File: src/rtl/core/srr_pkg.sv
package srr_pkg;

  // generator constants
  localparam logic [31:0] FALLBACK_WORD = 32'h9E37_79B9;
  localparam int unsigned SHIFT_A = 13;
  localparam int unsigned SHIFT_B = 17;
  localparam int unsigned SHIFT_C = 5;

  // action codes of an input item
  localparam logic [1:0] ACT_FRACTION   = 2'd0;
  localparam logic [1:0] ACT_ONE_BOUND  = 2'd1;
  localparam logic [1:0] ACT_TWO_BOUNDS = 2'd2;
  localparam logic [1:0] ACT_UNUSED     = 2'd3;

  // command queue between front and back
  localparam int unsigned QUEUE_DEPTH = 2;
  localparam int unsigned QPTR_W = $clog2(QUEUE_DEPTH);

  // remainder unit, one quotient bit per cycle
  localparam int unsigned DIV_STEPS = 32;
  localparam int unsigned DIV_CNT_W = $clog2(DIV_STEPS);

  // draws needed for the full 64-bit word
  localparam logic [1:0] DRAWS_ONE  = 2'd1;
  localparam logic [1:0] DRAWS_FULL = 2'd3;

  typedef enum logic [1:0] {
    KIND_FRAC,
    KIND_FULL,
    KIND_RANGE,
    KIND_EMPTY
  } kind_e;

  typedef struct packed {
    logic [1:0]         action;
    logic signed [63:0] lower_bound;
    logic signed [63:0] upper_bound;
  } in_item_t;

  typedef struct packed {
    logic signed [63:0] value;
    logic               is_fraction;
    logic               empty_interval;
  } out_item_t;

  typedef struct packed {
    kind_e       kind;
    logic [63:0] lo;
    logic [63:0] span;
  } cmd_t;

  // one xorshift32 step
  function automatic logic [31:0] xs_step(input logic [31:0] x_in);
    logic [31:0] x;
    x = x_in;
    x = x ^ (x << SHIFT_A);
    x = x ^ (x >> SHIFT_B);
    x = x ^ (x << SHIFT_C);
    return x;
  endfunction

endpackage

File: src/rtl/core/srr_front.sv
module srr_front (
  input  logic              in_valid_i,
  input  srr_pkg::in_item_t in_item_i,
  input  logic              q_full_i,
  output logic              push_o,
  output srr_pkg::cmd_t     cmd_o,
  output logic              in_stall_o
);

  logic [63:0] lo;
  logic [63:0] hi;
  logic        empty;

  // pick the bounds for the range modes
  always_comb begin
    hi = in_item_i.upper_bound;
    if (in_item_i.action[1]) begin
      lo = in_item_i.lower_bound;
    end else begin
      lo = 64'd1;
    end
  end

  assign empty = $signed(lo) > $signed(hi);

  // classify the item
  always_comb begin
    cmd_o.lo   = lo;
    cmd_o.span = hi - lo + 64'd1;
    if (in_item_i.action == srr_pkg::ACT_FRACTION) begin
      cmd_o.kind = srr_pkg::KIND_FRAC;
    end else if (!in_item_i.action[1] && hi == 64'd0) begin
      cmd_o.kind = srr_pkg::KIND_FULL;
    end else if (empty) begin
      cmd_o.kind = srr_pkg::KIND_EMPTY;
    end else begin
      cmd_o.kind = srr_pkg::KIND_RANGE;
    end
  end

  assign in_stall_o = q_full_i;
  assign push_o     = in_valid_i && !q_full_i;

endmodule

File: src/rtl/core/srr_queue.sv
module srr_queue (
  input  logic          clk_i,
  input  logic          rst_ni,
  input  logic          push_i,
  input  srr_pkg::cmd_t push_cmd_i,
  input  logic          pop_i,
  output srr_pkg::cmd_t pop_cmd_o,
  output logic          full_o,
  output logic          empty_o
);

  srr_pkg::cmd_t                 mem_q [srr_pkg::QUEUE_DEPTH];
  logic [srr_pkg::QPTR_W-1:0]    wr_ptr_q, wr_ptr_d;
  logic [srr_pkg::QPTR_W-1:0]    rd_ptr_q, rd_ptr_d;
  logic [srr_pkg::QPTR_W:0]      cnt_q, cnt_d;

  assign full_o    = cnt_q == (srr_pkg::QPTR_W+1)'(srr_pkg::QUEUE_DEPTH);
  assign empty_o   = cnt_q == '0;
  assign pop_cmd_o = mem_q[rd_ptr_q];

  // pointer and fill count update
  always_comb begin
    wr_ptr_d = wr_ptr_q;
    rd_ptr_d = rd_ptr_q;
    cnt_d    = cnt_q;
    if (push_i) begin
      wr_ptr_d = wr_ptr_q + 1'b1;
    end
    if (pop_i) begin
      rd_ptr_d = rd_ptr_q + 1'b1;
    end
    if (push_i && !pop_i) begin
      cnt_d = cnt_q + 1'b1;
    end else if (!push_i && pop_i) begin
      cnt_d = cnt_q - 1'b1;
    end
  end

  always_ff @(posedge clk_i or negedge rst_ni) begin
    if (!rst_ni) begin
      wr_ptr_q <= '0;
      rd_ptr_q <= '0;
      cnt_q    <= '0;
    end else begin
      wr_ptr_q <= wr_ptr_d;
      rd_ptr_q <= rd_ptr_d;
      cnt_q    <= cnt_d;
    end
  end

  // entry storage
  always_ff @(posedge clk_i) begin
    if (push_i) begin
      mem_q[wr_ptr_q] <= push_cmd_i;
    end
  end

endmodule

File: src/rtl/core/srr_back.sv
module srr_back (
  input  logic               clk_i,
  input  logic               rst_ni,
  input  logic [31:0]        run_seed_i,
  input  logic               q_empty_i,
  input  srr_pkg::cmd_t      q_cmd_i,
  output logic               pop_o,
  output logic               out_valid_o,
  input  logic               out_stall_i,
  output srr_pkg::out_item_t out_item_o
);

  localparam logic [1:0] ST_IDLE = 2'd0;
  localparam logic [1:0] ST_DRAW = 2'd1;
  localparam logic [1:0] ST_MOD  = 2'd2;
  localparam logic [1:0] ST_FIN  = 2'd3;

  logic [1:0]                  state_q, state_d;
  srr_pkg::kind_e              kind_q, kind_d;
  logic [63:0]                 lo_q, lo_d;
  logic [63:0]                 span_q, span_d;
  logic [63:0]                 acc_q, acc_d;
  logic [1:0]                  draws_q, draws_d;
  logic [srr_pkg::DIV_CNT_W-1:0] cnt_q, cnt_d;
  logic [31:0]                 rem_q, rem_d;
  logic [31:0]                 dvd_q, dvd_d;
  logic [31:0]                 gen_q, gen_d;
  logic [31:0]                 last_seed_q, last_seed_d;
  logic                        out_valid_q, out_valid_d;
  srr_pkg::out_item_t          out_item_q, out_item_d;

  logic [31:0] gen_base;
  logic [31:0] gen_next;
  logic [31:0] draw;
  logic        use_div;
  logic [32:0] r_sh;
  logic [32:0] r_sub;
  logic        out_free;

  // generator reload on a seed change, then one step
  always_comb begin
    if (run_seed_i != last_seed_q) begin
      gen_base = (run_seed_i != 32'd0) ? run_seed_i : srr_pkg::FALLBACK_WORD;
    end else begin
      gen_base = gen_q;
    end
    gen_next = srr_pkg::xs_step(gen_base);
    draw     = (gen_next != 32'd0) ? gen_next : srr_pkg::FALLBACK_WORD;
  end

  // remainder only needed when the span is nonzero and fits 32 bits
  assign use_div = (span_q != 64'd0) && (span_q[63:32] == 32'd0);

  // restoring remainder step
  assign r_sh  = {rem_q, dvd_q[31]};
  assign r_sub = r_sh - span_q[32:0];

  assign out_free = !out_valid_q || !out_stall_i;
  assign pop_o    = (state_q == ST_IDLE) && !q_empty_i;

  always_comb begin
    state_d     = state_q;
    kind_d      = kind_q;
    lo_d        = lo_q;
    span_d      = span_q;
    acc_d       = acc_q;
    draws_d     = draws_q;
    cnt_d       = cnt_q;
    rem_d       = rem_q;
    dvd_d       = dvd_q;
    gen_d       = gen_q;
    last_seed_d = last_seed_q;
    out_valid_d = out_valid_q && out_stall_i;
    out_item_d  = out_item_q;

    unique case (state_q)
      ST_IDLE: begin
        if (!q_empty_i) begin
          kind_d  = q_cmd_i.kind;
          lo_d    = q_cmd_i.lo;
          span_d  = q_cmd_i.span;
          acc_d   = '0;
          draws_d = (q_cmd_i.kind == srr_pkg::KIND_FULL) ? srr_pkg::DRAWS_FULL
                                                          : srr_pkg::DRAWS_ONE;
          state_d = ST_DRAW;
        end
      end
      ST_DRAW: begin
        gen_d       = draw;
        last_seed_d = run_seed_i;
        acc_d       = {acc_q[31:0], draw};
        draws_d     = draws_q - 2'd1;
        if (draws_q == srr_pkg::DRAWS_ONE) begin
          if (kind_q == srr_pkg::KIND_RANGE && use_div) begin
            dvd_d   = draw;
            rem_d   = '0;
            cnt_d   = '0;
            state_d = ST_MOD;
          end else begin
            state_d = ST_FIN;
          end
        end
      end
      ST_MOD: begin
        dvd_d = {dvd_q[30:0], 1'b0};
        if (r_sh >= span_q[32:0]) begin
          rem_d = r_sub[31:0];
        end else begin
          rem_d = r_sh[31:0];
        end
        cnt_d = cnt_q + 1'b1;
        if (cnt_q == srr_pkg::DIV_CNT_W'(srr_pkg::DIV_STEPS - 1)) begin
          state_d = ST_FIN;
        end
      end
      ST_FIN: begin
        if (out_free) begin
          out_valid_d                = 1'b1;
          out_item_d.is_fraction     = kind_q == srr_pkg::KIND_FRAC;
          out_item_d.empty_interval  = kind_q == srr_pkg::KIND_EMPTY;
          case (kind_q) inside
            srr_pkg::KIND_FRAC, srr_pkg::KIND_FULL: out_item_d.value = acc_q;
            srr_pkg::KIND_EMPTY: out_item_d.value = '0;
            default: begin
              if (use_div) begin
                out_item_d.value = lo_q + {32'd0, rem_q};
              end else begin
                out_item_d.value = lo_q + {32'd0, acc_q[31:0]};
              end
            end
          endcase
          state_d = ST_IDLE;
        end
      end
      default: state_d = ST_IDLE;
    endcase
  end

  // control and generator state
  always_ff @(posedge clk_i or negedge rst_ni) begin
    if (!rst_ni) begin
      state_q     <= ST_IDLE;
      draws_q     <= '0;
      cnt_q       <= '0;
      gen_q       <= '0;
      last_seed_q <= '0;
      out_valid_q <= 1'b0;
    end else begin
      state_q     <= state_d;
      draws_q     <= draws_d;
      cnt_q       <= cnt_d;
      gen_q       <= gen_d;
      last_seed_q <= last_seed_d;
      out_valid_q <= out_valid_d;
    end
  end

  // working payload
  always_ff @(posedge clk_i) begin
    kind_q     <= kind_d;
    lo_q       <= lo_d;
    span_q     <= span_d;
    acc_q      <= acc_d;
    rem_q      <= rem_d;
    dvd_q      <= dvd_d;
    out_item_q <= out_item_d;
  end

  assign out_valid_o = out_valid_q;
  assign out_item_o  = out_item_q;

endmodule

File: src/rtl/core/seeded_xorshift_range_rng.sv
// Run-seeded xorshift32 generator (shifts 13, 17, 5) with integer range
// reduction. Before each draw the generator reloads from run_seed when it
// differs from the last seed seen (0x9E3779B9 stands in for a zero seed or
// a zero state). Action 0 returns the raw draw as a 0.32 fraction, action 1
// with upper zero returns a 64-bit word from the second and third of three
// draws, and the range modes return lower + raw mod (upper - lower + 1), or
// flag an empty interval. Each item yields one result. An item is decoded
// on entry and queued (two entries); the back end then draws once, or three
// times for a 64-bit word, and a range whose span fits 32 bits also passes
// through the 32-step bit-serial remainder unit. Items are carried out one
// at a time; the queue and the output register let input and output stall
// independently. run_seed is written through the config port, which is
// always ready.
module seeded_xorshift_range_rng (
  input  logic               clk_i,
  input  logic               rst_ni,
  input  logic               cfg_valid_i,
  output logic               cfg_ready_o,
  input  logic [31:0]        cfg_data_i,
  input  logic               in_valid_i,
  output logic               in_stall_o,
  input  srr_pkg::in_item_t  in_item_i,
  output logic               out_valid_o,
  input  logic               out_stall_i,
  output srr_pkg::out_item_t out_item_o
);

  logic [31:0]   run_seed_q;
  logic          push;
  logic          pop;
  logic          q_full;
  logic          q_empty;
  srr_pkg::cmd_t push_cmd;
  srr_pkg::cmd_t pop_cmd;

  // run seed register
  assign cfg_ready_o = 1'b1;

  always_ff @(posedge clk_i or negedge rst_ni) begin
    if (!rst_ni) begin
      run_seed_q <= '0;
    end else if (cfg_valid_i && cfg_ready_o) begin
      run_seed_q <= cfg_data_i;
    end
  end

  // item decode
  srr_front u_front (
    .in_valid_i (in_valid_i),
    .in_item_i  (in_item_i),
    .q_full_i   (q_full),
    .push_o     (push),
    .cmd_o      (push_cmd),
    .in_stall_o (in_stall_o)
  );

  // command queue
  srr_queue u_queue (
    .clk_i      (clk_i),
    .rst_ni     (rst_ni),
    .push_i     (push),
    .push_cmd_i (push_cmd),
    .pop_i      (pop),
    .pop_cmd_o  (pop_cmd),
    .full_o     (q_full),
    .empty_o    (q_empty)
  );

  // draws, remainder and output register
  srr_back u_back (
    .clk_i       (clk_i),
    .rst_ni      (rst_ni),
    .run_seed_i  (run_seed_q),
    .q_empty_i   (q_empty),
    .q_cmd_i     (pop_cmd),
    .pop_o       (pop),
    .out_valid_o (out_valid_o),
    .out_stall_i (out_stall_i),
    .out_item_o  (out_item_o)
  );

endmodule

File: config.mk
export PLATFORM = sky130hd
export DESIGN_NAME = seeded_xorshift_range_rng
export DESIGN_NICKNAME = d
export VERILOG_FILES = /design/src/rtl/core/srr_pkg.sv /design/src/rtl/core/srr_front.sv /design/src/rtl/core/srr_queue.sv /design/src/rtl/core/srr_back.sv /design/src/rtl/core/seeded_xorshift_range_rng.sv
export SDC_FILE = /design/constraint.sdc
export NUM_CORES = 1
export LEC_CHECK = 0
export BUFFER_PORTS_ARGS = -buffer_cell sky130_fd_sc_hd__buf_2
export CORE_MARGIN = 2
export CORE_UTILIZATION = 25
export CTS_CLUSTER_DIAMETER = 30
export DETAILED_ROUTE_END_ITERATION = 12
export HOLD_SLACK_MARGIN = 0.06
export SLEW_MARGIN = 20
export SYNTH_ARGS = -nofsm -noshare
export SYNTH_HDL_FRONTEND = slang
export SYNTH_HIERARCHICAL = 1
export SYNTH_SLANG_ARGS = --single-unit
export TNS_END_PERCENT = 50
File: constraint.sdc
create_clock -name clk_i -period 12.8 [get_ports clk_i]
set_input_delay 1.92 -clock clk_i [delete_from_list [all_inputs] [get_ports clk_i]]
set_output_delay 1.92 -clock clk_i [all_outputs]
set_load 0.005 [all_outputs]
==> impl_results.md, run 1 <==
- Status: finished clean
- Worst min path class: reg2reg
- Fin. max-slew vios: 0
- Final worst-path cycle share: 46.22%
- Post-synth EDFFs: approximately 580
- CTS tree: yes
- Crit. End Element: flop
- Setup-failing EPs final: 0
- First-pass GRT wire length: around 180 mm
- Vias in the first global route: approximately 28000
- Worst r2r path cells: 16
- Routability cong.: 0.9064
- Row count: roughly 150
- Critical-path cell list: buf_2 -> buf_4 -> nand2_1 -> or2_2 -> nand2_1 -> ha_1 -> fa_1 -> a21oi_1 -> o21ai_1 -> a21oi_1 -> o21ai_0 -> nand4_1 -> a2111oi_2 -> o21ai_1 -> nor3_1 -> a21oi_1 -> xnor2_1
- Yosys cell types: 96
- Worst-Margin Slew: 1105 ps
- Vias post-DR: 28051
- Layout cell share with drive strength beyond 1: between 20% and 30%
- CTS Hold Bufs: 0
- Asr flop ratio synth: about 16%
- Critical path buffers and inverters: 2
- Hold Path Cell Cnt: 1
- CP max stage delay: approximately 740 ps
- Reg clk slew, reported paths: 50 ps
- Multi-input gate area: 17840 um^2
- # IOs: 236
- Clk buf depth: 3
- Crit Reg-Reg Endpoint: u_back/out_item_o[52]
- CTS Buf Count: between 100 and 150
- Mapped Cells: 3397
- Routed wire length: 125.7 mm
- Crit path top cell by count: a21oi_1
- Die Area: 162000 um^2
- Min-Delay Startpoint: u_back/draws_q[0]
- Post-DR wirelength/cell: 21.41 um
- Storage element area: 20290 um^2
- Sequential-to-total area share from yosys stat: about 51%
- GRT Total Usage: roughly 15%
- Nature of the critical path startpoint: input port
- CP arrival: 6410 ps
- Static leakage: 0.02018 uW
- Worst skew pair latency: around 770 ps
- Die Span X: approximately 400 um
- Synthesized Nets: between 3000 and 4000
- P&R area growth vs syn: 21.75%
- Die Span Y: a little over 400 um
- Clk_skew: 53.64 ps
- Clk root buf: clkbuf_16
- Initial antenna violation count: 10
- Clk sink count: 694
- PortBufs: 234
- Final Core Density: 30.59%
- RSZ-0062 raised after global routing: false
- Via density: 4.780
- Mapped Area: 39700 um^2
- Pre-Repair DR Iteration Count: 8
- Pin count of the biggest net entering global routing: 73
- Initial drt markers: 2488
- Initial Util: 25.13%
- Top FF cell, synth: edfxtp_1
- FF-to-FF Start: u_back/span_q[17]
- Critical Path Fanout Max: 67
- Max VDD drop: 0.1583 mV
- Hold Path End: u_back/draws_q[0]
- Post_cts resized: 0
- DRC violations left: 0
- GR Overflow Total: 0
- Final Hold Vio Count: 0
- Slowest cell on crit path: a2111oi_2
- WS Path Type: in2reg
- Syn Area/Cell: 11.69 um^2
- Minimum clock period: 5916 ps
- Slew headroom: between 20% and 30%
- Antenna Nets Post-Route: 0
- CP Data Required Time: 13290 ps
- Yosys Warn Count: 6
- Nets: 4112
- Post-detail-place hpwl: 96.06 mm
- Pwr Density: 276.5 nW/um^2
- Setup Buffers After CTS: 0
- Flops & latches, synth: between 600 and 700
- Reg2reg setup slack: 6930 ps
- Fmax: 169.0 MHz
- Setup tns final: 0 ps
- Number of H-tree levels: 4
- Largest delay contributor family on the critical path: compound AO/OA/AOI/OAI gates
- Core Region: 158000 um^2
- Fillers: 15962
- Max_cap viols: 0
==> per-stage QoR <==
stage          power [uW]  hold slack, ps  std cells  setup slack [ps]  cell area [um^2]
2_1_floorplan        7711           445.3       3397              4252             39700
3_3_place_gp         9304           462.2       5596              6259             43010
3_5_place_dp         9340           476.9       5596              6168             43010
4_1_cts             13420           497.9       5866              6916             48330
5_1_grt             14080           514.2       5866              6433             48330
6_report            13370           497.1       5869              6884             48340
==> cell usage in the layout (no fill, tap or decap), types with 23 or more instances in the layout <==
cell type / n
nand2_1: 301
a21oi_1: 163
dfrtp_1: 109
and3_1: 24
xor2_1: 127
nand3_1: 87
ha_1: 266
buf_2: 233
edfxtp_1: 584
nor3_1: 37
clkbuf_16: 150
mux2i_1: 42
nor4_1: 62
nand4_1: 63
o21ai_0: 96
inv_1: 237
and2_1: 26
xnor2_1: 160
mux2_2: 113
nor2_1: 182
mux2_4: 120
a21o_1: 98
buf_4: 29
bufinv_16: 23
o22ai_1: 32
==> worst register-to-register path, cell delays in order, from the launching register on <==
cell	delay (ps)
edfxtp_1	460
nor4_1	580
nand4_1	250
o21ai_4	190
buf_4	450
mux2_2	430
ha_1	340
nand3_1	130
a31oi_1	260
o21ai_1	190
o31ai_1	520
a41o_1	420
a2111oi_2	120
buf_4	220
nor4_1	510
xor2_1	230
a22o_1	300
==> registers in the layout, summed over array words and instances (netlist names), 2 cells and up <==
name,count
u_back/acc_q,64
u_back/lo_q,64
u_back/gen_q,32
u_back/dvd_q,32
u_back/rem_q,32
run_seed_q,32
u_back/kind_q,2
u_back/state_q,2
u_queue/mem_q,260
u_back/out_item_o,66
u_back/cnt_q,5
u_back/last_seed_q,32
u_back/span_q,64
u_back/draws_q,2
u_queue/cnt_q,2
==> cell usage after synthesis (all sizes together), types with 8 or more instances <==
| cell type | n | area, um^2 |
|---|---|---|
| edfxtp | 584 | 17540 |
| nand2 | 301 | 1130 |
| ha | 267 | 3341 |
| inv | 239 | 897.1 |
| mux2 | 233 | 3074 |
| nor2 | 183 | 686.9 |
| a21oi | 166 | 838.3 |
| xnor2 | 161 | 1418 |
| xor2 | 127 | 1112 |
| dfrtp | 110 | 2753 |
| o21ai | 103 | 515.5 |
| a21o | 98 | 735.7 |
| nand3 | 87 | 435.4 |
| clkbuf | 84 | 316.6 |
| nor4 | 64 | 415.4 |
| nand4 | 63 | 394.1 |
| buf | 51 | 415.4 |
| mux2i | 42 | 420.4 |
| nor3 | 37 | 185.2 |
| o22ai | 32 | 200.2 |
| and2 | 28 | 177.7 |
| and3 | 25 | 161.4 |
| nor2b | 22 | 137.6 |
| a22o | 21 | 183.9 |
| a31oi | 21 | 152.6 |
| o211ai | 21 | 162.6 |
| a211oi | 20 | 150.1 |
| o21bai | 19 | 146.4 |
| o21a | 18 | 135.1 |
| or2 | 18 | 112.6 |
| nand2b | 15 | 93.84 |
| or3 | 14 | 87.58 |
| o311ai | 10 | 87.59 |
| o31ai | 9 | 86.33 |
| or4 | 8 | 60.06 |
==> per-layer routing <==
layer / GRT usage, % / part of all wire (%) / vias up
met2: 25.01 / 47 / 1005
met1: 20.08 / 44 / 13825
met4: 5.580 / 3.2 / 4
li1: - / - / 13017
met5: 0 / 0.021 / -
met3: 2.522 / 5.8 / 200
==> how the worst max path moves through the flow <==
stage	start	end	slack, ps	cells after the start
3_3_place_gp	in_item_i[129]	u_queue/mem_q[0][57]	6260	17
3_5_place_dp	in_item_i[129]	u_queue/mem_q[0][61]	6170	17
4_1_cts	u_back/span_q[17]	u_back/out_item_o[52]	6920	18
2_1_floorplan	in_valid_i	u_queue/mem_q[0][0]	4250	2
6_report	in_item_i[129]	u_queue/mem_q[0][61]	6880	17
5_1_grt	in_item_i[129]	u_queue/mem_q[0][61]	6430	17
==> logic make-up (layout without fill, tap and decap cells) <==
group,after synthesis,count (layout),share of synthesized area (%)
mux,275,275,8.802
other cells,1,4,0.009445
fa+ha+maj,270,270,8.565
buf+inv,376,773,4.122
xor+xnor,291,291,6.542
flops,694,694,51.10
compound gates,609,609,10.23
simple gates,881,881,10.62
==> area by class of cell <==
type / count / area share, %
diodes: 3 / 0.01553
clock buffers: 166 / 7.952
clock inverters: 104 / 3.039
inverters: 241 / 1.871
multi-input cells: 2327 / 36.91
flip-flops and latches: 694 / 41.98
well taps: 2072 / 5.363
repair buffers: 262 / 2.863
==> power breakdown <==
| part | leakage [uW] | total [uW] | internal, uW | switching (uW) |
|---|---|---|---|---|
| clock network | 0.00253 | 4010 | 2660 | 1340 |
| registers | 0.00684 | 4290 | 3690 | 597 |
| logic | 0.0108 | 5070 | 1980 | 3090 |
(Power assumes the default switching activity.)
==> inputs of run 2 (changes only) <==
==> constraint.sdc (replaced) <==
create_clock -name clk_i -period 5.2 [get_ports clk_i]
set_input_delay 0.78 -clock clk_i [delete_from_list [all_inputs] [get_ports clk_i]]
set_output_delay 0.78 -clock clk_i [all_outputs]
set_load 0.005 [all_outputs]
==> run 2 against run 1 <==
- power increased to 2.6 times the previous value
- design area up 2.9%
- register-to-register slack got worse by 6600 ps
- first-iteration DRC count increased by 3.3%
- cell count increased by 2.2%
- largest cell class unchanged
- non-clock buffer count rose by 102
- sequential share of layout area down 1.2 points
- worst hold slack worse by 430 ps
- combinational power increased to 2.6 times the previous value
- sequential power grew 150%
- clock skew grew 35 ps
==> impl_results.md, run 2 (synthesis gave the netlist of run 1 again) <==
- Worst min path class: in2async (was reg2reg)
- Clk_skew: 89.07 ps (was 53.64 ps)
- Initial Util: 25.13% (unchanged)
- Number of H-tree levels: 4 (unchanged)
- Initial drt markers: 2569 (was 2488)
- Pin count of the biggest net entering global routing: 133 (was 73)
- CTS Hold Bufs: 0 (unchanged)
- Fin. max-slew vios: 0 (unchanged)
- Post-DR wirelength/cell: 21.48 um (was 21.41 um)
- Die Span Y: 402.5 um (unchanged)
- CTS tree: yes (unchanged)
- Clk root buf: clkbuf_16 (unchanged)
- CP Data Required Time: 5680 ps (was 13290 ps)
- Nature of the critical path startpoint: flop (was input port)
- Antenna Nets Post-Route: 0 (unchanged)
- Setup-failing EPs final: 0 (unchanged)
- Die Area: 162000 um^2 (unchanged)
- RSZ-0062 raised after global routing: true (was false)
- Worst skew pair latency: 790 ps (was 770 ps)
- Commonest cells after routing, fill and taps aside: edfxtp_1, nand2_1, ha_1 (unchanged)
- PortBufs: 234 (unchanged)
- Initial antenna violation count: 6 (was 10)
- CP arrival: 5400 ps (was 6410 ps)
- Crit. End Element: flop (unchanged)
- Layout cell share with drive strength beyond 1: 23.62% (was 20.98%)
- # IOs: 236 (unchanged)
- Static leakage: 0.02093 uW (was 0.02018 uW)
- Minimum clock period: ~4900 ps
- Worst setup margin: 281.9 ps (was 6884 ps)
- Slowest cell on crit path: fa_1 (was a2111oi_2)
- Clk buf depth: 3 (unchanged)
- Die Span X: 402.5 um (unchanged)
- First-pass GRT wire length: 188.1 mm (was 183.4 mm)
- Non-Filler Instances: 5996 (was 5869)
- GRT Total Usage: 15.61% (was 15.21%)
- Max_cap viols: 0 (unchanged)
- Critical-path cell list: nor4_2 -> buf_4 -> nand4_1 -> buf_4 -> o21ai_4 -> buf_12 -> buf_4 -> mux2_2 -> buf_4 -> fa_1 -> nand3_1 -> a31oi_1 -> o21ai_1 -> o31ai_2 -> a41o_1 -> a2111oi_4 -> buf_6 -> nor2_1 -> and3_1 -> a221o_1 (was buf_2 -> buf_4 -> nand2_1 -> or2_2 -> nand2_1 -> ha_1 -> fa_1 -> a21oi_1 -> o21ai_1 -> a21oi_1 -> o21ai_0 -> nand4_1 -> a2111oi_2 -> o21ai_1 -> nor3_1 -> a21oi_1 -> xnor2_1)
- Routed wire length: 128.8 mm (was 125.7 mm)
- Power, Total: 34090 uW (was 13370 uW)
- Status: finished clean (unchanged)
- Nets: 4225 (was 4112)
- Fmax: around 200 MHz
- WS Path Type: reg2reg (was in2reg)
- CP max stage delay: 430 ps (was 740 ps)
- Setup WS pre-CTS: -288.9 ps (was 6168 ps)
- Via density: 4.733 (was 4.780)
- P&R area growth vs syn: 25.24% (was 21.75%)
- Vias in the first global route: 28367 (was 27680)
- Clk sink count: 694 (unchanged)
- Largest Register: u_queue/mem_q (unchanged)
- # placed instances: 5692 (was 5596)
- Final worst-path cycle share: about 95%
- Final Hold Vio Count: 0 (unchanged)
- Commonest non-fill, non-tap cell in the layout: edfxtp_1 (unchanged)
- Vias post-DR: 28380 (was 28051)
- Pwr Density: 685.6 nW/um^2 (was 276.5 nW/um^2)
- Pre-Repair DR Iteration Count: 5 (was 8)
- Core Region: 158000 um^2 (unchanged)
- Max VDD drop: 0.3816 mV (was 0.1583 mV)
- Critical Path Fanout Max: 12 (was 67)
- Slew headroom: 29.86% (was 26.09%)
- DRC violations left: 0 (unchanged)
- Worst-Margin Slew: 1052 ps (was 1105 ps)
- Max FFs per register: 260 (unchanged)
- CTS Buf Count: 160 (was 149)
- Reg clk slew, reported paths: 40 ps (was 50 ps)
- Row count: 146 (unchanged)
- Crit path top cell by count: buf_4 (was a21oi_1)
- GR Overflow Total: 0 (unchanged)
- Routability cong.: 0.9193 (was 0.9064)
- Post-detail-place hpwl: 98.97 mm (was 96.06 mm)
run 2: cell count changes in the layout (fill, tap and decap cells not counted), sizes merged:
cell,change
bufinv,+1
clkbuf,+16
buf,+101
clkinv,+19
clkinvlp,+1
inv,-11
run 2: through the flow:
step	util [%]	TNS (ps)	instance area, um^2	hold slack, ps
6_report	31.47	0	49730	63.87
5_1_grt	31.46	-12.01	49720	106.4
4_1_cts	31.39	0	49610	196.3
3_5_place_dp	27.75	-1296	43850	480.9
3_3_place_gp	27.75	-1236	43850	458.0
2_1_floorplan	-	-63020	39710	445.3
run 2: where the power goes:
part / internal (uW) / leakage, uW / switching (uW)
registers: 9070 / 0.00684 / 1620
logic: 5280 / 0.0114 / 7670
clock network: 7010 / 0.00273 / 3430
run 2: path summary, 6_finish.rpt:
path                                       start                      to  slack (ps)  cells after the start
worst max-delay path            u_back/span_q[9]   u_back/out_item_o[64]         280                     20
min in group clk_i                cfg_data_i[10]          run_seed_q[10]         270                      2
worst min register to register   u_back/cnt_q[4]         u_back/cnt_q[4]         480                      2
max in group asynchronous                 rst_ni         u_back/cnt_q[0]        4100                      2
worst max register to register  u_back/span_q[9]   u_back/out_item_o[64]         280                     20
worst min-delay path                      rst_ni  u_back/last_seed_q[11]          60                      1
run 2: layer usage:
layer / vias up / global-route usage, % / share of wire [%]
li1: 13258 / - / -
met1: 13891 / 20.44 / 43
met2: 1054 / 25.97 / 48
met3: 177 / 2.669 / 6.0
met4: 0 / 5.349 / 3.1
met5: - / 0 / 0
run 2: layout make-up:
type                    instances  area, um^2
diodes                          3       7.507
repair buffers                364        2282
flip-flops and latches        694       20290
inverters                     241       904.6
well taps                    2072        2592
clock buffers                 181        4153
fillers                     15851      108300
multi-input cells            2327       17910
clock inverters               114        1587
run 2: what timing repair did:
item	4_1_cts	5_1_grt
gates resized for setup	2	10
setup endpoints to repair	12	35
setup buffers	0	6
pin swaps	0	2
run 2: critical path: cells and delay by family (launching register included):
family                     cells  cell delay, ps
AOI/OAI and AO/OA              7            1670
DFF                            1             400
buffers and inverters          6             970
adders and majority gates      1             430
and+or+nand+nor                5             850
muxes                          1             340
